File: src/hw/rtl/pgr_div.sv
`timescale 1ns / 1ps
// ----------------------------------------------------------------------------
// pgr_div
// Restoring divider, one quotient bit per cycle. Truncating unsigned result.
// ----------------------------------------------------------------------------
module pgr_div #(
  parameter int DVD_W = 43,
  parameter int DVS_W = 13
) (
  input  logic             clk,
  input  logic             rst,
  input  logic             start,
  input  logic [DVD_W-1:0] dividend,
  input  logic [DVS_W-1:0] divisor,
  output logic             busy,
  output logic             done,
  output logic [DVD_W-1:0] quotient
);

  localparam int CW = $clog2(DVD_W + 1);

  logic [DVS_W-1:0] rem;
  logic [DVS_W-1:0] dvs;
  logic [CW-1:0]    cnt;
  logic [DVS_W:0]   trial;
  logic             fits;

  // Shift in the next dividend bit and test against the divisor.
  assign trial = {rem, quotient[DVD_W-1]};
  assign fits  = trial >= {1'b0, dvs};

  // Control state.
  always_ff @(posedge clk) begin
    if (rst) begin
      busy <= 1'b0;
      done <= 1'b0;
      cnt  <= '0;
    end else begin
      done <= 1'b0;
      if (start) begin
        busy <= 1'b1;
        cnt  <= CW'(DVD_W);
      end else if (busy) begin
        cnt <= cnt - CW'(1);
        if (cnt == CW'(1)) begin
          busy <= 1'b0;
          done <= 1'b1;
        end
      end
    end
  end

  // Datapath.
  always_ff @(posedge clk) begin
    if (start) begin
      quotient <= dividend;
      dvs      <= divisor;
      rem      <= '0;
    end else if (busy) begin
      rem      <= fits ? DVS_W'(trial - {1'b0, dvs}) : DVS_W'(trial);
      quotient <= {quotient[DVD_W-2:0], fits};
    end
  end

endmodule

File: config.mk
export PLATFORM = sky130hd
export DESIGN_NAME = pgr_div
export DESIGN_NICKNAME = d
export VERILOG_FILES = /design/src/hw/rtl/pgr_div.sv
export SDC_FILE = /design/constraint.sdc
export NUM_CORES = 1
export LEC_CHECK = 0
export BUFFER_PORTS_ARGS = -buffer_cell sky130_fd_sc_hd__buf_2
export CAP_MARGIN = 20
export CORE_ASPECT_RATIO = 0.75
export CORE_MARGIN = 5
export CORE_UTILIZATION = 53
export CTS_CLUSTER_SIZE = 10
export DETAILED_ROUTE_END_ITERATION = 12
export PLACE_DENSITY_LB_ADDON = 0.1
export SETUP_SLACK_MARGIN = 0.1
export SYNTH_ARGS = -nofsm -noshare
export SYNTH_HDL_FRONTEND = slang
export SYNTH_SLANG_ARGS = --single-unit
export TNS_END_PERCENT = 1
File: constraint.sdc
create_clock -name clk -period 2.8 [get_ports clk]
set_input_delay 0.7 -clock clk [delete_from_list [all_inputs] [get_ports clk]]
set_output_delay 0.7 -clock clk [all_outputs]
set_load 0.02 [all_outputs]
==> results_dict.tcl, run 1 <==
set metrics [dict create \
    status "complete, no violations" \
    post_cts_resized 0 \
    post-route-period-util 0.899 \
    cts_buffer_depth 2 \
    die_area_mm2 0.00918 \
    reg2reg_depth 9 \
    worstSkewPairLatency_ns 0.34 \
    cts.clk_slew.worst_paths_ns 0.08 \
    routed_via_density 5.26 \
    drive_above_1_share 0.446 \
    cts.sinks 77 \
    die_x_um 109 \
    grt_usage 0.186 \
    grt_pass1_wl_um 13400 \
    numPortBuffers 103 \
    critPathBufInv 2 \
    finalSetupTns_ns 0 \
    ys_warn_count 0 \
    row_count 27 \
    synthTopCellsByArea "edfxtp_1 43%, mux2_2 12%, dfxtp_1 11%" \
    grt_antenna_before_repair 0 \
    yosys.cell_count.top_type "edfxtp_1" \
    initial_core_util 0.536 \
    cp_common_cell "inv_1" \
    nets 503 \
    yosysUniqueCellTypes 51 \
    postCtsHoldBufs 0 \
    endpoint_kind "register" \
    relSlewSlack 0.667 \
    rsz0062_at_grt "false" \
    syn_inst 317 \
    max_freq_ghz 0.397 \
    hold_viol_final 0 \
    critical-path-max-stage-delay_ns 0.40 \
    synth_nets 392 \
    yosysSeqAreaShare 0.540 \
    grt_max_degree 52 \
    setup_viol 0 \
    antenna_left 0 \
    netlist.area_leader.share 0.432 \
    synth_edf_count 56 \
    crit_required_ns 2.90 \
    die-height_um 84.2 \
    cts_buffers 9 \
    coreArea_mm2 0.00726 \
    synth_area_per_cell_um2 12.3 \
    crit_arrival_ns 2.62 \
    maxSlewViolCount 0 \
    worst_slew_pin_slew_ns 0.492 \
    synthFlopType "edfxtp_1" \
    hpwl_um 6150 \
    fin_skew_ns 0.00711 \
    first_global_vias 2765 \
    cts_tree "built" \
    worst_setup_path_start_kind "register" \
    ios 104 \
    wirelength_um 8230 \
    fin_util 0.657 \
    cp_top_family "compound AO/OA/AOI/OAI gates" \
    yosys_register_bits 77 \
    routabilityCongestion 0.832 \
    worst-path-max-fanout 10 \
    holdPathStages 2 \
    synth_top_area_cell "edfxtp_1" \
    synth_top_cells_by_count "56 x edfxtp_1, 43 x mux2_2, 25 x nor2_1" \
    crit_slowest_cell "edfxtp_1" \
    power_density_mw_per_mm2 605 \
    critical_path_class "register to register" \
    dr.first_iter.drc_count 125 \
    synthArstFlopShare 0 \
    crit_cells 9 \
    hold_path.class "register to register" \
    area_growth_pct 22.6 \
    syn-cell-area_mm2 0.00389 \
    clock-root-buffer "clkbuf_8" \
    vias 2808 \
    drv_cap 0 \
    post_cts_buffers 0 \
    drt_first_pass_iters 4 \
    avgRoutedWirePerCell_um 15.4 \
    ir_drop_v 0.000287 \
    fin_crit_ns 2.52 \
    drc 0 \
    power.leakage_nw 2.04 \
    n_antenna_cell 0 \
    htreeDepth 3 \
    gr-total-overflow 0 \
    cp_cell_sequence "inv_1 > ha_1 > inv_1 > fa_2 > a211o_1 > a211oi_2 > o2111ai_2 > and2_2 > mux2_2" \
]
==> cell families (layout without fill, tap and decap cells) <==
logic type      after synthesis  count (layout)  share of synthesized area
compound gates               47              47                     0.0929
simple gates                 86              86                      0.114
xor+xnor                     13              13                     0.0292
mux                          47              47                      0.135
buf+inv                      31             147                     0.0363
fa+ha+maj                    16              16                     0.0533
flops                        77              77                      0.540
==> per-stage QoR <==
stage	hold WS (ns)	std cells	power, mW	setup slack [ns]	instance area, um2
final	0.492	534	2.89	0.283	4770
after detailed placement	0.481	518	2.01	0.182	4560
after floorplan	0.450	317	1.81	0.137	3900
after global routing	0.503	534	3.04	0.103	4770
after global placement	0.471	518	2.00	0.269	4560
after CTS	0.491	534	2.92	0.151	4770
==> placed cells by master, fill, tap and decap left out, types with 6 or more instances in the layout <==
cell,netlist,routed
o21ai_0,8,8
a21oi_1,12,12
inv_1,18,18
buf_2,1,103
mux2_2,43,43
clkbuf_8,0,9
nand2_1,20,20
a311oi_2,6,6
nand2_2,6,6
nor3_1,6,6
dfxtp_1,21,21
xnor2_1,8,8
nor2_1,25,25
ha_1,15,15
buf_4,0,9
edfxtp_1,56,56
==> layer usage <==
metal	share of wire	GRT usage	vias up	routed length, um
met4	0.011	0.0447	0	89
met1	0.46	0.252	1325	3760
met3	0.069	0.0676	6	567
met5	0	0	-	0
li1	-	-	1392	-
met2	0.46	0.287	85	3810
==> flip-flops by register name, summed over array words and instances, names as in the netlist <==
register	cells
rem	13
dvs	13
cnt	6
quotient	43
done	1
busy	1
==> layout make-up <==
cell class | instances | area [um2]
inverter | 18 | 67.6
multi-input combinational | 209 | 1660
tap | 101 | 126
clock inverter | 6 | 86.3
sequential | 77 | 2100
fill | 584 | 2490
timing repair buffer | 113 | 603
clock buffer | 10 | 128
==> report_power, final <==
part	internal [mW]	switching (mW)
combinational	0.256	0.326
sequential	1.34	0.0558
clock	0.502	0.403
==> worst reg2reg max path, delay by kind of cell (launching register included) <==
family,cells,cell delay [ns]
buffers and inverters,2,0.13
DFF,1,0.40
and+or+nand+nor,1,0.31
adders and majority gates,2,0.52
muxes,1,0.28
AOI/OAI and AO/OA,3,0.64
==> final timing paths <==
path | from | end | slack, ns
max | quotient[42] | quotient[0] | 0.28
min | rem[8] | rem[8] | 0.49
max reg2reg | quotient[42] | quotient[0] | 0.28
min reg2reg | rem[8] | rem[8] | 0.49
No activity file was read; power rests on OpenSTA's default activity.
==> run 2, diff against run 1 <==
Settings changed: CAP_MARGIN 20 to unset, CORE_MARGIN 5 to unset, SETUP_SLACK_MARGIN 0.1 to 0.3.
==> results_dict.tcl, run 2 (synthesis gave the netlist of run 1 again) <==
set metrics [dict create \
    status "complete, no violations" \
    cts.clk_slew.worst_paths_ns 0.08 \
    power_density_mw_per_mm2 604 \
    gr-total-overflow 0 \
    cts_buffer_depth 2 \
    drt_first_pass_iters 4 \
    worst_slew_pin_slew_ns 0.596 \
    grt_max_degree 74 \
    mostFrequentLayoutCell "buf_2" \
    clock-root-buffer "clkbuf_8" \
    fill_cells 549 \
    final_cells 534 \
    setup_viol 0 \
    nets 506 \
    fin_skew_ns 0.00652 \
    hold_viol_final 0 \
    vias 2792 \
    relSlewSlack 0.601 \
    die-height_um 76.2 \
    design_area_mm2 0.00481 \
    max_freq_ghz 0.405 \
    worst-path-max-fanout 5 \
    dp_slack_ns 0.206 \
    fin_crit_ns 2.47 \
    top_regs "quotient: 43 flops, dvs: 13 flops, rem: 13 flops" \
    dp.cells 516 \
    drc 0 \
    hold_slack_ns 0.489 \
    drive_above_1_share 0.459 \
    numPortBuffers 103 \
    critical_path_class "register to register" \
    cts_tree "built" \
    critPathCapture "quotient[0]" \
    worst_setup_path_start_kind "register" \
    row_count 26 \
    cts_buffers 9 \
    hold_path.class "register to register" \
    routed_via_density 5.23 \
    final_cell_mix "103 x buf_2, 56 x edfxtp_1, 43 x mux2_2, 25 x nor2_1, 21 x dfxtp_1" \
    postCtsHoldBufs 0 \
    worstSkewPairLatency_ns 0.35 \
    ff2ff_setup_slack_ns 0.33 \
    grt_pass1_wl_um 13100 \
    dr.first_iter.drc_count 101 \
    busiest_layer "met2" \
    r2r_start "quotient[42]" \
    grt_use_met2 0.332 \
    crit_arrival_ns 2.58 \
    met1_usage 0.315 \
    coreArea_mm2 0.00696 \
    first_global_vias 2664 \
    rsz0062_at_grt "true" \
    ios 104 \
    fin_ws_ns 0.332 \
    ir_drop_v 0.000375 \
    hpwl_um 5740 \
    die_x_um 101 \
    die_area_mm2 0.00770 \
    fin_util 0.691 \
    endpoint_kind "register" \
    drv_cap 0 \
    grt_usage 0.228 \
    largest_register_ffs 43 \
    area_growth_pct 23.6 \
    power_mw 2.91 \
    startpoint "quotient[42]" \
    post-route-period-util 0.882 \
    htreeDepth 3 \
    avgRoutedWirePerCell_um 15.3 \
    crit_required_ns 2.91 \
    cts.sinks 77 \
    n_antenna_cell 0 \
    largest-register "quotient" \
    antenna_left 0 \
    initial_core_util 0.559 \
    grt_antenna_before_repair 0 \
    maxSlewViolCount 0 \
    wirelength_um 8170 \
    r2r-end "quotient[0]" \
    power.leakage_nw 2.05 \
    reg2reg_depth 9 \
    finalSetupTns_ns 0 \
    routabilityCongestion 0.786 \
    use_met3 0.0789 \
    post_dp_cell_area_mm2 0.00458 \
]
[run 2: changes by cell type in the layout (fill, tap and decap cells not counted), sizes merged]
cell | before | now
buf | 113 | 115
and2 | 1 | 2
clkinvlp | 0 | 3
inv | 19 | 17
clkbuf | 10 | 9
[run 2: layout make-up]
type | count | area (um2) | share of cell area
multi-input combinational | 210 | 1670 | 0.347
sequential | 77 | 2100 | 0.437
clock buffer | 9 | 124 | 0.0257
inverter | 18 | 71.3 | 0.0148
tap | 98 | 123 | 0.0255
timing repair buffer | 115 | 631 | 0.131
clock inverter | 7 | 90.1 | 0.0187
[run 2: how the worst min path moves through the flow]
| stage | start | end | cells past startpoint |
|---|---|---|---|
| 2_1_floorplan | rem[9] | rem[9] | 2 |
| 3_3_place_gp | rem[11] | rem[11] | 2 |
| 3_5_place_dp | rem[11] | rem[11] | 2 |
| 4_1_cts | rem[11] | rem[11] | 2 |
| 5_1_grt | divisor[8] | dvs[8] | 1 |
| 6_report | rem[11] | rem[11] | 2 |
[run 2: critical path: stages (launching register included)]
cell	delay, ns
edfxtp_1	0.41
inv_1	0.08
ha_1	0.16
inv_1	0.06
fa_2	0.36
a211o_1	0.25
a211oi_2	0.20
o2111ai_2	0.22
and2_4	0.24
mux2_2	0.26
[run 2: metal layers]
layer	up-vias	wire, um
met2	71	3600
met5	-	0
met4	0	141
met1	1322	3910
li1	1386	-
met3	13	518
[run 2: report_power, final]
| part | internal, mW | switching [mW] | total [mW] |
|---|---|---|---|
| sequential | 1.34 | 0.0539 | 1.40 |
| combinational | 0.264 | 0.332 | 0.596 |
| clock | 0.497 | 0.416 | 0.912 |
[run 2: timing repair]
item,CTS,global route
resized for setup,2,2
endpoints found under the hold margin,0,0
gates cloned,0,1
endpoints found under the setup margin,9,13
setup buffers,0,1
pin swaps,0,2
==> run 3, diff against run 2 <==
Settings changed: BUFFER_PORTS_ARGS -buffer_cell sky130_fd_sc_hd__buf_2 to -buffer_cell sky130_fd_sc_hd__clkbuf_2, CORE_MARGIN set to 2.
==> results_dict.tcl, run 3 (synthesis gave the netlist of run 1 again) <==
set metrics [dict create \
    grt_usage 0.199 \
    drc 0 \
    power.leakage_nw 2.05 \
    ff2ff_setup_slack_ns 0.33 \
    die_area_mm2 0.00806 \
    cts_buffers 9 \
    cp_common_cell "inv_1" \
    initial_core_util 0.539 \
    cp_cell_sequence "inv_1 > ha_1 > inv_1 > fa_2 > a211o_1 > a211oi_2 > o2111ai_2 > and2_4 > mux2_2" \
    crit_arrival_ns 2.58 \
    row_count 27 \
    grt_antenna_before_repair 0 \
    n_antenna_cell 0 \
    fin_crit_ns 2.47 \
    cts_tree "built" \
    grt_pass1_wl_um 12200 \
    worst_slew_pin_slew_ns 0.519 \
    top_regs "quotient: 43 flops, dvs: 13 flops, rem: 13 flops" \
    ios 104 \
    critPathBufInv 2 \
    fill_cells 611 \
    hpwl_um 5560 \
    cts.clk_slew.worst_paths_ns 0.08 \
    hold_viol_final 0 \
    nets 506 \
    critical_path_class "register to register" \
    routabilityCongestion 0.808 \
    post-route-period-util 0.882 \
    hold_path.class "register to register" \
    grt_max_degree 64 \
    critical-path-max-stage-delay_ns 0.41 \
    hold_end "rem[9]" \
    first_global_vias 2692 \
    rsz0062_at_grt "true" \
    power_mw 2.67 \
    fin_skew_ns 0.00793 \
    worst_setup_path_start_kind "register" \
    drive_above_1_share 0.450 \
    max_freq_ghz 0.405 \
    dr.first_iter.drc_count 147 \
    area_growth_pct 22.1 \
    power_density_mw_per_mm2 563 \
    design_area_mm2 0.00475 \
    routed_via_density 5.25 \
    reg2reg_depth 9 \
    largest-register "quotient" \
    final_cells 537 \
    htreeDepth 3 \
    postCtsHoldBufs 0 \
    cts.sinks 77 \
    cts_buffer_depth 2 \
    cp_top_family "compound AO/OA/AOI/OAI gates" \
    crit_required_ns 2.91 \
    r2r_start "quotient[42]" \
    die-height_um 78.2 \
    dp_slack_ns 0.162 \
    dp.cells 519 \
    ir_drop_v 0.000416 \
    finalSetupTns_ns 0 \
    mostFrequentLayoutCell "clkbuf_2" \
    endpoint_kind "register" \
    die_x_um 103 \
    holdPathStages 2 \
    numPortBuffers 103 \
    post_dp_cell_area_mm2 0.00458 \
    startpoint "quotient[42]" \
    status "complete, no violations" \
    final_cell_mix "102 x clkbuf_2, 56 x edfxtp_1, 43 x mux2_2, 25 x nor2_1, 21 x dfxtp_1" \
    fin_ws_ns 0.331 \
    setup_viol 0 \
    maxSlewViolCount 0 \
    crit_slowest_cell "edfxtp_1" \
    relSlewSlack 0.650 \
    r2r-end "quotient[0]" \
    drt_first_pass_iters 4 \
    vias 2821 \
    clock-root-buffer "clkbuf_8" \
    drv_cap 0 \
    worst-path-max-fanout 5 \
    gr-total-overflow 0 \
    antenna_left 0 \
    worstSkewPairLatency_ns 0.35 \
    largest_register_ffs 43 \
    coreArea_mm2 0.00723 \
    wirelength_um 7660 \
    avgRoutedWirePerCell_um 14.3 \
    min_from "rem[9]" \
]
-- run 3: power breakdown --
| part | internal [mW] | switching [mW] | total (mW) | leakage [nW] |
|---|---|---|---|---|
| clock | 0.319 | 0.374 | 0.693 | 0.0812 |
| sequential | 1.34 | 0.0540 | 1.40 | 0.733 |
| combinational | 0.261 | 0.324 | 0.585 | 1.23 |
| total | 1.92 | 0.752 | 2.67 | 2.05 |
-- run 3: how the worst max path moves through the flow --
stage,slack (ns),endpoint,cells after the start
2_1_floorplan,0.14,quotient[0],11
3_3_place_gp,0.23,quotient[0],9
3_5_place_dp,0.16,rem[0],11
4_1_cts,0.34,rem[0],11
5_1_grt,0.24,quotient[0],9
6_report,0.33,quotient[0],9
-- run 3: worst register-to-register path, stage by stage (launching register included) --
cell and delay [ns]:
edfxtp_1 0.41, inv_1 0.07, ha_1 0.16, inv_1 0.05, fa_2 0.37, a211o_1 0.25, a211oi_2 0.20, o2111ai_2 0.22
and2_4 0.25, mux2_2 0.26
-- run 3: per-layer routing --
metal	global-route usage	vias up	part of all wire
met5	0	-	0
met4	0.0566	0	0.010
met3	0.0801	7	0.073
met1	0.254	1332	0.44
li1	-	1394	-
met2	0.314	88	0.47
-- run 3: timing repair --
action / in CTS / in global routing
setup endpoints to repair: 10 / 12
pin swaps: 0 / 2
cloned: 0 / 1
setup buffers: 0 / 1
resized for setup: 2 / 2
-- run 3: final cells by class --
| class | count | area, um2 | share of cell area |
|---|---|---|---|
| clock buffers | 13 | 139 | 0.0292 |
| well taps | 101 | 126 | 0.0266 |
| repair buffers | 115 | 631 | 0.133 |
| multi-input cells | 210 | 1670 | 0.351 |
| flip-flops and latches | 77 | 2100 | 0.442 |
| inverters | 18 | 71.3 | 0.0150 |
| clock inverters | 3 | 15.0 | 0.00316 |
-- run 3: through the flow --
step                      hold WS (ns)   util
after detailed placement         0.483  0.634
after floorplan                  0.450      -
after global routing             0.496  0.658
final                            0.499  0.658
after CTS                        0.496  0.655
after global placement           0.471  0.634
